File: config.mk
export PLATFORM = sky130hd
export DESIGN_NAME = json_structure_prefilter_core
export DESIGN_NICKNAME = d
export VERILOG_FILES = /design/src/sv/jsp_pkg.sv /design/src/sv/jsp_front.sv /design/src/sv/jsp_queue.sv /design/src/sv/jsp_back.sv /design/src/sv/json_structure_prefilter_core.sv
export SDC_FILE = /design/constraint.sdc
export NUM_CORES = 1
export LEC_CHECK = 0
export BUFFER_PORTS_ARGS = -buffer_cell sky130_fd_sc_hd__clkbuf_2
export CORE_MARGIN = 2
export CORE_UTILIZATION = 25
export DETAILED_ROUTE_END_ITERATION = 8
export GPL_TIMING_DRIVEN = 0
export PLACE_DENSITY = 0.49
export SYNTH_ARGS = -nofsm -noshare
export SYNTH_HDL_FRONTEND = slang
export SYNTH_HIERARCHICAL = 1
export SYNTH_SLANG_ARGS = --single-unit
File: constraint.sdc
create_clock -name clk_i -period 9.2 [get_ports clk_i]
set_input_delay 0.46 -clock clk_i [delete_from_list [all_inputs] [get_ports clk_i]]
set_output_delay 0.46 -clock clk_i [all_outputs]
set_load 0.005 [all_outputs]
File: src/sv/jsp_pkg.sv
// Shared types, constants and the byte classifier of the JSON structure prefilter.
// Depends on nothing; the RTL and checker use scoped names, the testbench imports it.
package jsp_pkg;

  // Queue between the classifier and the scanner.
  localparam int unsigned QueueDepthDef = 4;

  // Configuration port.
  localparam int unsigned CfgIndexW = 2;
  localparam int unsigned CfgDataW  = 5;
  localparam logic [CfgIndexW-1:0] CfgMaxDepth = 2'd0;
  localparam logic [CfgIndexW-1:0] CfgMaxSpan  = 2'd1;

  localparam int unsigned DepthW = 4;
  localparam int unsigned SpanW  = 5;
  localparam logic [DepthW-1:0] MaxDepthRst = 4'd8;
  localparam logic [SpanW-1:0]  MaxSpanRst  = 5'd16;

  // Progress of the escaped u0000 matcher.
  localparam logic [2:0] NulIdle    = 3'd0;
  localparam logic [2:0] NulBslash  = 3'd1;
  localparam logic [2:0] NulAfterU  = 3'd2;
  localparam logic [2:0] NulAllZero = 3'd5;

  // ASCII codes the classifier looks for.
  localparam logic [7:0] ChNul    = 8'h00;
  localparam logic [7:0] ChTab    = 8'h09;
  localparam logic [7:0] ChCr     = 8'h0D;
  localparam logic [7:0] ChSpace  = 8'h20;
  localparam logic [7:0] ChQuote  = 8'h22;
  localparam logic [7:0] ChComma  = 8'h2C;
  localparam logic [7:0] ChMinus  = 8'h2D;
  localparam logic [7:0] ChZero   = 8'h30;
  localparam logic [7:0] ChNine   = 8'h39;
  localparam logic [7:0] ChLBrack = 8'h5B;
  localparam logic [7:0] ChBslash = 8'h5C;
  localparam logic [7:0] ChRBrack = 8'h5D;
  localparam logic [7:0] ChLowerU = 8'h75;
  localparam logic [7:0] ChLBrace = 8'h7B;
  localparam logic [7:0] ChRBrace = 8'h7D;

  typedef enum logic [2:0] {
    FailNone   = 3'd0,
    FailNul    = 3'd1,
    FailEscNul = 3'd2,
    FailEscEnd = 3'd3,
    FailNumber = 3'd4,
    FailDepth  = 3'd5,
    FailClose  = 3'd6
  } fail_code_e;

  typedef enum logic [1:0] {
    PhaseNone   = 2'd0,
    PhaseMinus  = 2'd1,
    PhaseDigits = 2'd2
  } number_phase_e;

  // One classified byte as it travels through the queue.
  typedef struct packed {
    logic nul;
    logic digit;
    logic zero;
    logic lower_u;
    logic minus;
    logic quote;
    logic bslash;
    logic open;
    logic close;
    logic term;
    logic last;
  } byte_class_t;

  function automatic byte_class_t classify_byte(logic [7:0] b, logic last);
    byte_class_t c;
    c.nul     = (b == ChNul);
    c.digit   = (b >= ChZero) && (b <= ChNine);
    c.zero    = (b == ChZero);
    c.lower_u = (b == ChLowerU);
    c.minus   = (b == ChMinus);
    c.quote   = (b == ChQuote);
    c.bslash  = (b == ChBslash);
    c.open    = (b == ChLBrace) || (b == ChLBrack);
    c.close   = (b == ChRBrace) || (b == ChRBrack);
    c.term    = ((b >= ChTab) && (b <= ChCr)) || (b == ChSpace) || (b == ChComma) ||
                (b == ChRBrack) || (b == ChRBrace);
    c.last    = last;
    return c;
  endfunction

endpackage

File: src/sv/jsp_front.sv
// Front end of the JSON structure prefilter: input handshake and byte classification.
// Depends on jsp_pkg.
module jsp_front (
  input  logic               in_valid_i,
  output logic               in_stall_o,
  input  logic [7:0]         text_byte_i,
  input  logic               last_byte_i,
  input  logic               full_i,
  output logic               push_o,
  output jsp_pkg::byte_class_t ent_o
);

  // A byte is taken whenever the queue has room.
  assign in_stall_o = full_i;
  assign push_o     = in_valid_i && !full_i;
  assign ent_o      = jsp_pkg::classify_byte(text_byte_i, last_byte_i);

endmodule

File: src/sv/jsp_queue.sv
// Short queue of classified bytes between the front end and the scanner.
// Depends on jsp_pkg.
module jsp_queue #(
  parameter int unsigned Depth = jsp_pkg::QueueDepthDef
) (
  input  logic                 clk_i,
  input  logic                 rst_ni,
  input  logic                 push_i,
  input  jsp_pkg::byte_class_t wdata_i,
  output logic                 full_o,
  input  logic                 pop_i,
  output logic                 valid_o,
  output jsp_pkg::byte_class_t rdata_o
);

  localparam int unsigned PtrW = (Depth > 1) ? $clog2(Depth) : 1;
  localparam int unsigned CntW = $clog2(Depth + 1);
  localparam logic [PtrW-1:0] PtrLast = PtrW'(Depth - 1);
  localparam logic [CntW-1:0] CntFull = CntW'(Depth);

  jsp_pkg::byte_class_t mem_q [Depth];
  logic [PtrW-1:0] wr_ptr_q, wr_ptr_d;
  logic [PtrW-1:0] rd_ptr_q, rd_ptr_d;
  logic [CntW-1:0] count_q, count_d;

  assign full_o  = (count_q == CntFull);
  assign valid_o = (count_q != '0);
  assign rdata_o = mem_q[rd_ptr_q];

  always_comb begin
    wr_ptr_d = wr_ptr_q;
    rd_ptr_d = rd_ptr_q;
    count_d  = count_q;
    if (push_i) begin
      wr_ptr_d = (wr_ptr_q == PtrLast) ? '0 : wr_ptr_q + 1'b1;
    end
    if (pop_i) begin
      rd_ptr_d = (rd_ptr_q == PtrLast) ? '0 : rd_ptr_q + 1'b1;
    end
    if (push_i && !pop_i) begin
      count_d = count_q + 1'b1;
    end else if (pop_i && !push_i) begin
      count_d = count_q - 1'b1;
    end
  end

  always_ff @(posedge clk_i or negedge rst_ni) begin
    if (!rst_ni) begin
      wr_ptr_q <= '0;
      rd_ptr_q <= '0;
      count_q  <= '0;
    end else begin
      wr_ptr_q <= wr_ptr_d;
      rd_ptr_q <= rd_ptr_d;
      count_q  <= count_d;
    end
  end

  always_ff @(posedge clk_i) begin
    if (push_i) begin
      mem_q[wr_ptr_q] <= wdata_i;
    end
  end

endmodule

File: src/sv/jsp_back.sv
// Back end of the JSON structure prefilter: scan state, rule checks and result register.
// Depends on jsp_pkg.
module jsp_back (
  input  logic                        clk_i,
  input  logic                        rst_ni,
  input  logic                        ent_valid_i,
  input  jsp_pkg::byte_class_t        ent_i,
  output logic                        ent_pop_o,
  input  logic [jsp_pkg::DepthW-1:0]  max_depth_i,
  input  logic [jsp_pkg::SpanW-1:0]   max_span_i,
  output logic                        out_valid_o,
  input  logic                        out_stall_i,
  output logic                        accepted_o,
  output logic [2:0]                  fail_code_o
);

  logic                      in_string_q, in_string_d;
  logic                      esc_q, esc_d;
  logic [2:0]                nulp_q, nulp_d;
  logic [jsp_pkg::DepthW-1:0] depth_q, depth_d;
  jsp_pkg::number_phase_e    phase_q, phase_d;
  logic                      lz_q, lz_d;
  logic [jsp_pkg::SpanW-1:0] span_q, span_d;
  logic                      failed_q, failed_d;
  jsp_pkg::fail_code_e       first_q, first_d;
  logic                      halt;

  logic                      out_valid_q, out_valid_d;
  logic                      accepted_q, accepted_d;
  jsp_pkg::fail_code_e       code_q, code_d;

  // Ordinary bytes never produce a result; the last byte needs the result slot.
  assign ent_pop_o = ent_valid_i && (!ent_i.last || !out_valid_q || !out_stall_i);

  // Scan of one byte, followed by the end-of-text checks.
  always_comb begin
    in_string_d = in_string_q;
    esc_d       = esc_q;
    nulp_d      = nulp_q;
    depth_d     = depth_q;
    phase_d     = phase_q;
    lz_d        = lz_q;
    span_d      = span_q;
    failed_d    = failed_q;
    first_d     = first_q;
    halt        = 1'b0;

    if (!failed_q) begin
      if (esc_q) begin
        // The escaped byte only feeds the u0000 matcher.
        esc_d  = 1'b0;
        nulp_d = ent_i.lower_u ? jsp_pkg::NulAfterU : jsp_pkg::NulIdle;
        halt   = 1'b1;
      end
      if (!halt && (nulp_q >= jsp_pkg::NulAfterU)) begin
        if (ent_i.zero) begin
          if (nulp_q >= jsp_pkg::NulAllZero) begin
            failed_d = 1'b1;
            first_d  = jsp_pkg::FailEscNul;
            halt     = 1'b1;
          end else begin
            nulp_d = nulp_q + 3'd1;
          end
        end else begin
          nulp_d = jsp_pkg::NulIdle;
        end
      end
      if (!halt && (phase_q == jsp_pkg::PhaseMinus)) begin
        halt = 1'b1;
        if (ent_i.digit) begin
          phase_d = jsp_pkg::PhaseDigits;
          lz_d    = ent_i.zero;
          if (span_q >= max_span_i) begin
            failed_d = 1'b1;
            first_d  = jsp_pkg::FailNumber;
          end else begin
            span_d = span_q + 1'b1;
          end
        end else begin
          failed_d = 1'b1;
          first_d  = jsp_pkg::FailNumber;
        end
      end
      if (!halt && (phase_q == jsp_pkg::PhaseDigits)) begin
        if (ent_i.digit) begin
          halt = 1'b1;
          if (lz_q || (span_q >= max_span_i)) begin
            failed_d = 1'b1;
            first_d  = jsp_pkg::FailNumber;
          end else begin
            span_d = span_q + 1'b1;
          end
        end else if (!ent_i.term) begin
          halt     = 1'b1;
          failed_d = 1'b1;
          first_d  = jsp_pkg::FailNumber;
        end else begin
          // The terminator falls through and is handled as a plain byte.
          phase_d = jsp_pkg::PhaseNone;
          lz_d    = 1'b0;
          span_d  = '0;
        end
      end
      if (!halt) begin
        if (ent_i.nul) begin
          failed_d = 1'b1;
          first_d  = jsp_pkg::FailNul;
        end else if (in_string_q && ent_i.bslash) begin
          esc_d  = 1'b1;
          nulp_d = jsp_pkg::NulBslash;
        end else if (!in_string_q && (ent_i.minus || ent_i.digit)) begin
          span_d  = '0;
          phase_d = ent_i.minus ? jsp_pkg::PhaseMinus : jsp_pkg::PhaseDigits;
          lz_d    = ent_i.zero;
        end else if (ent_i.quote) begin
          in_string_d = !in_string_q;
        end else if (!in_string_q && ent_i.open) begin
          if (depth_q >= max_depth_i) begin
            failed_d = 1'b1;
            first_d  = jsp_pkg::FailDepth;
          end else begin
            depth_d = depth_q + 1'b1;
          end
        end else if (!in_string_q && ent_i.close) begin
          if (depth_q == '0) begin
            failed_d = 1'b1;
            first_d  = jsp_pkg::FailClose;
          end else begin
            depth_d = depth_q - 1'b1;
          end
        end
      end
    end

    if (ent_i.last && !failed_d) begin
      if (esc_d) begin
        failed_d = 1'b1;
        first_d  = jsp_pkg::FailEscEnd;
      end else if (phase_d == jsp_pkg::PhaseMinus) begin
        failed_d = 1'b1;
        first_d  = jsp_pkg::FailNumber;
      end
    end
  end

  // Result register: loaded on the last byte, held while stalled.
  always_comb begin
    out_valid_d = out_valid_q;
    accepted_d  = accepted_q;
    code_d      = code_q;
    if (ent_pop_o && ent_i.last) begin
      out_valid_d = 1'b1;
      accepted_d  = !failed_d;
      code_d      = failed_d ? first_d : jsp_pkg::FailNone;
    end else if (!out_stall_i) begin
      out_valid_d = 1'b0;
    end
  end

  always_ff @(posedge clk_i or negedge rst_ni) begin
    if (!rst_ni) begin
      in_string_q <= 1'b0;
      esc_q       <= 1'b0;
      nulp_q      <= jsp_pkg::NulIdle;
      depth_q     <= '0;
      phase_q     <= jsp_pkg::PhaseNone;
      lz_q        <= 1'b0;
      span_q      <= '0;
      failed_q    <= 1'b0;
      first_q     <= jsp_pkg::FailNone;
      out_valid_q <= 1'b0;
    end else begin
      out_valid_q <= out_valid_d;
      if (ent_pop_o) begin
        if (ent_i.last) begin
          in_string_q <= 1'b0;
          esc_q       <= 1'b0;
          nulp_q      <= jsp_pkg::NulIdle;
          depth_q     <= '0;
          phase_q     <= jsp_pkg::PhaseNone;
          lz_q        <= 1'b0;
          span_q      <= '0;
          failed_q    <= 1'b0;
          first_q     <= jsp_pkg::FailNone;
        end else begin
          in_string_q <= in_string_d;
          esc_q       <= esc_d;
          nulp_q      <= nulp_d;
          depth_q     <= depth_d;
          phase_q     <= phase_d;
          lz_q        <= lz_d;
          span_q      <= span_d;
          failed_q    <= failed_d;
          first_q     <= first_d;
        end
      end
    end
  end

  always_ff @(posedge clk_i) begin
    accepted_q <= accepted_d;
    code_q     <= code_d;
  end

  assign out_valid_o = out_valid_q;
  assign accepted_o  = accepted_q;
  assign fail_code_o = code_q;

endmodule

File: src/sv/json_structure_prefilter_core.sv
// Top level of the JSON structure prefilter: configuration registers and the
// front end, queue and scanner. Depends on jsp_pkg, jsp_front, jsp_queue, jsp_back.
//
//   Channel  Direction  Handshake                 Payload
//   in       input      in_valid_i / in_stall_o   text_byte_i, last_byte_i
//   out      output     out_valid_o / out_stall_i accepted_o, fail_code_o
//   cfg      input      cfg_valid_i / cfg_ready_o cfg_index_i, cfg_data_i
//
// The block takes one byte per cycle while the queue has room; the scanner retires one
// queued byte per cycle unless a last byte waits on a stalled result. After the last
// byte is transferred, its result passes the queue and then the result register.
// Reset clears the scan state, the queue and the result valid flag at once; there
// is no clearing pass. While the output stalls, ordinary bytes still retire and
// only a last byte waits, so the input stalls only once QueueDepth bytes are queued.
module json_structure_prefilter_core #(
  parameter int unsigned QueueDepth = jsp_pkg::QueueDepthDef
) (
  input  logic                           clk_i,
  input  logic                           rst_ni,
  input  logic                           in_valid_i,
  output logic                           in_stall_o,
  input  logic [7:0]                     text_byte_i,
  input  logic                           last_byte_i,
  output logic                           out_valid_o,
  input  logic                           out_stall_i,
  output logic                           accepted_o,
  output logic [2:0]                     fail_code_o,
  input  logic                           cfg_valid_i,
  output logic                           cfg_ready_o,
  input  logic [jsp_pkg::CfgIndexW-1:0]  cfg_index_i,
  input  logic [jsp_pkg::CfgDataW-1:0]   cfg_data_i
);

  logic [jsp_pkg::DepthW-1:0] max_depth_q, max_depth_d;
  logic [jsp_pkg::SpanW-1:0]  max_span_q, max_span_d;

  logic                 q_full;
  logic                 q_push;
  logic                 q_pop;
  logic                 q_valid;
  jsp_pkg::byte_class_t q_wdata;
  jsp_pkg::byte_class_t q_rdata;

  // Register writes are always taken; an index past the list is dropped.
  assign cfg_ready_o = 1'b1;

  always_comb begin
    max_depth_d = max_depth_q;
    max_span_d  = max_span_q;
    if (cfg_valid_i) begin
      case (cfg_index_i)
        jsp_pkg::CfgMaxDepth: max_depth_d = cfg_data_i[jsp_pkg::DepthW-1:0];
        jsp_pkg::CfgMaxSpan:  max_span_d  = cfg_data_i[jsp_pkg::SpanW-1:0];
        default: ;
      endcase
    end
  end

  always_ff @(posedge clk_i or negedge rst_ni) begin
    if (!rst_ni) begin
      max_depth_q <= jsp_pkg::MaxDepthRst;
      max_span_q  <= jsp_pkg::MaxSpanRst;
    end else begin
      max_depth_q <= max_depth_d;
      max_span_q  <= max_span_d;
    end
  end

  // The front end classifies each byte as it is transferred in.
  jsp_front u_front (
    .in_valid_i  (in_valid_i),
    .in_stall_o  (in_stall_o),
    .text_byte_i (text_byte_i),
    .last_byte_i (last_byte_i),
    .full_i      (q_full),
    .push_o      (q_push),
    .ent_o       (q_wdata)
  );

  // The queue lets the scanner hold a last byte while the result is stalled.
  jsp_queue #(
    .Depth (QueueDepth)
  ) u_queue (
    .clk_i   (clk_i),
    .rst_ni  (rst_ni),
    .push_i  (q_push),
    .wdata_i (q_wdata),
    .full_o  (q_full),
    .pop_i   (q_pop),
    .valid_o (q_valid),
    .rdata_o (q_rdata)
  );

  // The scanner applies every rule and registers the verdict of each text.
  jsp_back u_back (
    .clk_i       (clk_i),
    .rst_ni      (rst_ni),
    .ent_valid_i (q_valid),
    .ent_i       (q_rdata),
    .ent_pop_o   (q_pop),
    .max_depth_i (max_depth_q),
    .max_span_i  (max_span_q),
    .out_valid_o (out_valid_o),
    .out_stall_i (out_stall_i),
    .accepted_o  (accepted_o),
    .fail_code_o (fail_code_o)
  );

endmodule

==> flow_summary.json, run 1 <==
{
  "status": "complete, no violations",
  "grt-ovfl-total": 0,
  "yosys_warnings": 6,
  "synth.cell_area_um2": 4700,
  "cts_resized": 0,
  "end_kind": "register",
  "cap_violations": 0,
  "path_class": "reg -> reg",
  "ys_ff_latch": 86,
  "cts_tree": "done",
  "grt_usage_pct": 10.8,
  "ys_async_sr_fraction_pct": 44.2,
  "gp_congestion": 0.817,
  "ir_worst_vdd_mv": 0.105,
  "root_buffer": "clkbuf_16",
  "netlist_top_cells_area": "edfxtp_1, dfrtp_1, ha_1, mux4_2, mux2_2",
  "cts_buffer_depth": 2,
  "portBuffers": 25,
  "routed-wl-met2_um": 4810,
  "wl_per_cell_um": 15.3,
  "finalCriticalPeriod_ps": 3500,
  "cp-start-kind": "register",
  "diodes": 0,
  "areaGrowthSynthToFinish_pct": 15.7,
  "routed.top_layer": "met4",
  "rows": 50,
  "synth_ff_type": "edfxtp_1",
  "synth.avg_cell_area_um2": 12.1,
  "post_cts_buffers": 0,
  "initial_utilization_pct": 25.3,
  "slew_viol_final": 0,
  "drc": 0,
  "skew_ps": 7.38,
  "met1_length_um": 4860,
  "fin_crit_sh_pct": 38.1,
  "syn_inst": 387,
  "grt_pass1_vias": 3258,
  "syn_nets": 430,
  "chipHeight_um": 141,
  "clkSlewWorstSetupHoldPaths_ps": 70,
  "cts.sinks": 86,
  "yosysTopAreaCellShare_pct": 30.7,
  "p_per_area_nw_per_um2": 310,
  "final_area_um2": 5440,
  "first_iter_violations": 189,
  "setup_viol": 0,
  "min_path_type": "in -> async",
  "cp_max_fo": 10,
  "wl_met3_um": 345,
  "h-tree-depth": 3,
  "cts_inserted_buffers": 9,
  "tns_ps": 0,
  "routed_via_density": 4.76,
  "finalWirelength_um": 10100,
  "synth-edff-count": 48,
  "tightest_slew_ps": 996,
  "ioPinCount": 28,
  "clk_latency_ps": 340,
  "stdcell_count": 662,
  "grt_max_degree": 39,
  "grt_pass1_wl_um": 17000,
  "max_freq_mhz": 285,
  "drive_gt1_share_pct": 21.5,
  "postCtsHoldBufs": 0,
  "num_vias": 3154,
  "core-area_um2": 18600,
  "cp.arrival_ps": 3590,
  "antenna_found_initial": 0,
  "finalHoldViolCount": 0,
  "die_w_um": 141,
  "dp_cells": 646,
  "final_nets": 466,
  "synth_area_leader_cell": "edfxtp_1",
  "detail-route-antenna-nets": 0,
  "synth.yosys.seq_area_share_pct": 51.0,
  "ys_types": 80,
  "dpl.hpwl_um": 7370,
  "leakage_nw": 2.09,
  "slew_headroom_pct": 33.6,
  "fin_util_pct": 29.3,
  "rsz0062_at_grt": "no",
  "firstDrtPassIters": 4,
  "dpl_cell_area_um2": 5110,
  "worst_ep_required_time_ps": 9290,
  "die_area_um2": 19900
}
[layout by cell type (no fill, tap or decap), types with 6 or more instances in the layout]
master     netlist  layout
clkbuf_16        0       9
mux4_2           8       8
a31oi_1          6       6
o21ai_0         22      22
nand2b_1         6       6
nor2b_1          7       7
edfxtp_1        48      48
nand2_1         31      31
nor3_1           7       7
dfrtp_1         36      36
nor4_1           6       6
clkbuf_2         1      26
a21oi_1         11      11
ha_1            20      20
nor2_1          15      15
mux2_2          12      12
inv_1           30      30
[sequential cells by signal (all words and copies together) (netlist names)]
name	count
u_queue/wr_ptr_q	2
u_back/first_q	3
u_back/out_valid_o	1
u_back/phase_q	2
max_span_q	5
u_back/failed_q	1
u_back/span_q	5
u_back/esc_q	1
u_back/depth_q	4
u_back/in_string_q	1
u_queue/count_q	3
u_queue/rd_ptr_q	2
max_depth_q	4
u_queue/mem_q	44
u_back/accepted_o	1
u_back/nulp_q	3
u_back/lz_q	1
u_back/fail_code_o	3
[cells in the mapped netlist, types with 5 or more instances]
library cell / instances
or3_1: 5
nor4_1: 6
nand2b_1: 6
a31oi_1: 6
nor2b_1: 7
a32o_1: 5
mux2_2: 12
mux4_2: 8
dfrtp_1: 36
a21oi_1: 11
ha_1: 20
nor2_1: 15
nand2_1: 31
nor3_1: 7
o21ai_0: 22
inv_1: 30
edfxtp_1: 48
[through the flow]
| step | hold slack [ps] | worst slack (ps) | total power, mW |
|---|---|---|---|
| 6_report | 276 | 5700 | 1.68 |
| 5_1_grt | 306 | 5540 | 1.81 |
| 4_1_cts | 311 | 5760 | 1.71 |
| 3_5_place_dp | 487 | 5790 | 1.30 |
| 3_3_place_gp | 473 | 5770 | 1.28 |
| 2_1_floorplan | 164 | 6260 | 1.10 |
[cells by family after synthesis]
group	after synthesis	synth area share, %
DFF	86	51.0
buffers and inverters	42	4.47
adders and majority gates	22	6.18
AOI/OAI and AO/OA	96	14.7
xor gates and xnor gates	5	0.933
and+or+nand+nor	112	14.3
other	1	0.0798
muxes	23	8.39
[critical path, cell delays in order, from the launching register on]
cell       delay [ps]
dfrtp_1           490
buf_6             230
mux4_2            650
nor4_1            690
nand2_1           130
o31ai_1           310
a2bb2oi_1         160
or3_1             370
a31o_1            220
[layer usage]
| metal | up-vias | GRT usage (%) |
|---|---|---|
| li1 | 1540 | - |
| met1 | 1546 | 14.2 |
| met2 | 57 | 17.6 |
| met3 | 11 | 2.99 |
| met4 | 0 | 3.00 |
| met5 | - | 0 |
[area by class of cell]
type / instances / area (um^2)
Fill cell: 1894 / 13100
Multi-Input combinational cell: 259 / 2090
Clock buffer: 10 / 229
Buffer: 12 / 97.6
Inverter: 30 / 113
Timing Repair Buffer: 25 / 125
Clock inverter: 6 / 92.6
Tap cell: 234 / 293
Sequential cell: 86 / 2390
[worst paths after layout]
kind                                startpoint               endpoint  slack, ps  depth (start not counted)
min in group clk_i                 last_byte_i    u_queue/mem_q[0][0]        320                          1
max in group asynchronous               rst_ni        u_back/failed_q       8310                          1
min reg2reg                 u_queue/count_q[2]     u_queue/count_q[2]        490                          1
max                        u_queue/rd_ptr_q[0]  u_back/fail_code_o[1]       5700                          8
max reg2reg                u_queue/rd_ptr_q[0]  u_back/fail_code_o[1]       5700                          8
min                                     rst_ni       u_back/span_q[1]        280                          1
[power by group]
| group | total (mW) | internal, mW | switching [mW] |
|---|---|---|---|
| sequential | 0.576 | 0.522 | 0.0536 |
| combinational | 0.715 | 0.292 | 0.423 |
| clock | 0.394 | 0.240 | 0.154 |
| total | 1.68 | 1.05 | 0.630 |
(Power assumes the default switching activity.)
==> run 2, diff against run 1 <==
==> constraint.sdc (replaced) <==
create_clock -name clk_i -period 3.5 [get_ports clk_i]
set_input_delay 0.175 -clock clk_i [delete_from_list [all_inputs] [get_ports clk_i]]
set_output_delay 0.175 -clock clk_i [all_outputs]
set_load 0.005 [all_outputs]
==> run 2 against run 1 <==
  * Highest routed layer unchanged
  * The flow now finishes with violations (hold timing)
  * Clock-buffer cell count unchanged
  * Sequential share of layout area about the same
  * Critical endpoint unchanged
  * Combinational power grew to 2.6 times the previous value
  * Maximum frequency is 5.0% higher
  * Final cell count is the same
  * Die area unchanged
  * First-iteration DRC count down 1.6%
  * Global-route usage did not move
  * Non-clock buffer count is the same
  * Register-to-register slack lost 5500 ps
  * Total power rose to 2.6 times the previous value
  * Hold slack worse by 280 ps
==> flow_summary.json, run 2 (synthesis gave the netlist of run 1 again) <==
{
  "slew_viol_final": 0,
  "grt_pass1_wl_um": 17000,
  "power_frac_comb_pct": 42.5,
  "root_buffer": "clkbuf_16",
  "ir_worst_vdd_mv": 0.277,
  "areaGrowthSynthToFinish_pct": 15.9,
  "stdcell_count": 662,
  "path_class": "reg -> reg",
  "clkSlewWorstSetupHoldPaths_ps": 70,
  "h-tree-depth": 3,
  "leakage_nw": 2.09,
  "cp-start-kind": "register",
  "core-area_um2": 18600,
  "initial_utilization_pct": 25.3,
  "grt_usage_pct": 10.8,
  "fill_cells": 1894,
  "clkPwrFrac_pct": 23.3,
  "final_area_um2": 5440,
  "cts_buffer_depth": 2,
  "dpl_cell_area_um2": 5110,
  "cp_slowest_cell": "mux4_2",
  "routed_via_density": 4.77,
  "grt_max_degree": 39,
  "drive_gt1_share_pct": 22.0,
  "p_int_mw": 2.77,
  "fin_hold_ws_ps": -6.04,
  "clk_latency_ps": 340,
  "cap_violations": 0,
  "tns_ps": 0,
  "ioPinCount": 28,
  "end_kind": "register",
  "cp.arrival_ps": 3420,
  "skew_ps": 7.99,
  "num_vias": 3161,
  "p_per_area_nw_per_um2": 814,
  "wl_per_cell_um": 15.2,
  "status": "finished, violations left",
  "finalHoldViolCount": 8,
  "finalCriticalPeriod_ps": 3340,
  "fin_crit_sh_pct": 95.3,
  "grt-ovfl-total": 0,
  "tightest_slew_ps": 998,
  "first_iter_violations": 186,
  "worst_ep_required_time_ps": 3590,
  "firstDrtPassIters": 4,
  "dp_cells": 646,
  "path_cells": "buf_6 -> mux4_2 -> nand2b_1 -> a2111o_1 -> or3_4 -> o221ai_4 -> nor2_1 -> a31o_1",
  "antenna_found_initial": 0,
  "gp_congestion": 0.817,
  "cp_max_fo": 10,
  "violations": "hold timing",
  "diodes": 0,
  "post_cts_buffers": 0,
  "grt_pass1_vias": 3258,
  "rsz0062_at_grt": "no",
  "final_nets": 466,
  "slowest_delay_ps": 650,
  "max_freq_mhz": 300,
  "cts_inserted_buffers": 9,
  "setup_viol": 0,
  "cts.sinks": 86,
  "p_switching_mw": 1.66,
  "drc": 0,
  "min_path_type": "in -> async",
  "power_frac_seq_pct": 34.2,
  "largest_reg_flops": 44,
  "rows": 50,
  "final_cell_mix": "edfxtp_1, dfrtp_1, nand2_1, inv_1, clkbuf_2",
  "portBuffers": 25,
  "die_w_um": 141,
  "die_area_um2": 19900,
  "dpl.hpwl_um": 7370,
  "finalWirelength_um": 10100,
  "fin_total_pwr_mw": 4.43,
  "detail-route-antenna-nets": 0,
  "final_common_cell": "edfxtp_1",
  "fin_util_pct": 29.3,
  "path_buf_inv": 1,
  "slew_headroom_pct": 33.5,
  "largest_register": "u_queue/mem_q",
  "cts_tree": "done",
  "chipHeight_um": 141,
  "swShare_pct": 37.4,
  "top_regs": "u_queue/mem_q x44, max_span_q x5, u_back/span_q x5",
  "crit_family": "compound AO/OA/AOI/OAI gates"
}
## run 2: changes by cell type in the layout (fill, tap and decap cells not counted)
| cell | previous run | this run |
|---|---|---|
| dfrtp_1 | 36 | 35 |
| nor4_2 | 0 | 1 |
| dfrtp_2 | 0 | 1 |
| nor4_1 | 6 | 5 |
## run 2: worst paths after layout
kind                                      from                     to  slack, ps  cells past startpoint
min                                     rst_ni       u_back/span_q[1]         -6                      1
max                        u_queue/rd_ptr_q[0]  u_back/fail_code_o[1]        160                      8
max in group asynchronous               rst_ni    u_queue/rd_ptr_q[0]       2820                      1
min reg2reg                 u_queue/count_q[2]     u_queue/count_q[2]        490                      1
min in group clk_i                 last_byte_i    u_queue/mem_q[0][0]         40                      1
max reg2reg                u_queue/rd_ptr_q[0]  u_back/fail_code_o[1]        160                      8
## run 2: worst register-to-register path, cell delays in order (launching register included)
cell and delay [ps]:
dfrtp_2 440, buf_6 210, mux4_2 660, nand2b_1 270, a2111o_1 500, or3_4 450
o221ai_4 260, nor2_1 100, a31o_1 210
## run 2: repair_timing
item,in CTS,in global routing
setup endpoints to repair,0,4
gates resized for setup,0,2
hold buffers,0,0
## run 2: per-stage QoR
step                      hold WS (ps)  setup slack, ps
after floorplan                   -121              560
after global placement             378             73.6
after detailed placement           384             85.7
after CTS                         26.5             58.6
after global routing              21.1             60.8
final                            -6.04              164
## run 2: per-layer routing
metal	routed length [um]	GRT usage, %	up-vias	share of wire (%)
met5	0	0	-	0
met4	85	3.00	0	0.84
met3	375	2.99	10	3.7
met2	4800	17.6	62	48
met1	4810	14.2	1552	48
li1	-	-	1537	-
## run 2: power groups by stage
stage | Clock (mW) | Sequential, mW | Combinational [mW]
2_1_floorplan | 0 | 1.49 | 1.40
3_3_place_gp | 0 | 1.52 | 1.85
3_5_place_dp | 0 | 1.54 | 1.89
4_1_cts | 1.07 | 1.52 | 1.90
5_1_grt | 1.11 | 1.55 | 2.11
6_report | 1.03 | 1.51 | 1.88
## run 2: layout make-up
cell class | instances | area, um^2 | area share (%)
sequential | 86 | 2400 | 44.0
multi-input combinational | 259 | 2100 | 38.5
tap | 234 | 293 | 5.38
clock buffer | 10 | 229 | 4.21
timing repair buffer | 25 | 125 | 2.30
inverter | 30 | 113 | 2.07
buffer | 12 | 97.6 | 1.79
clock inverter | 6 | 92.6 | 1.70
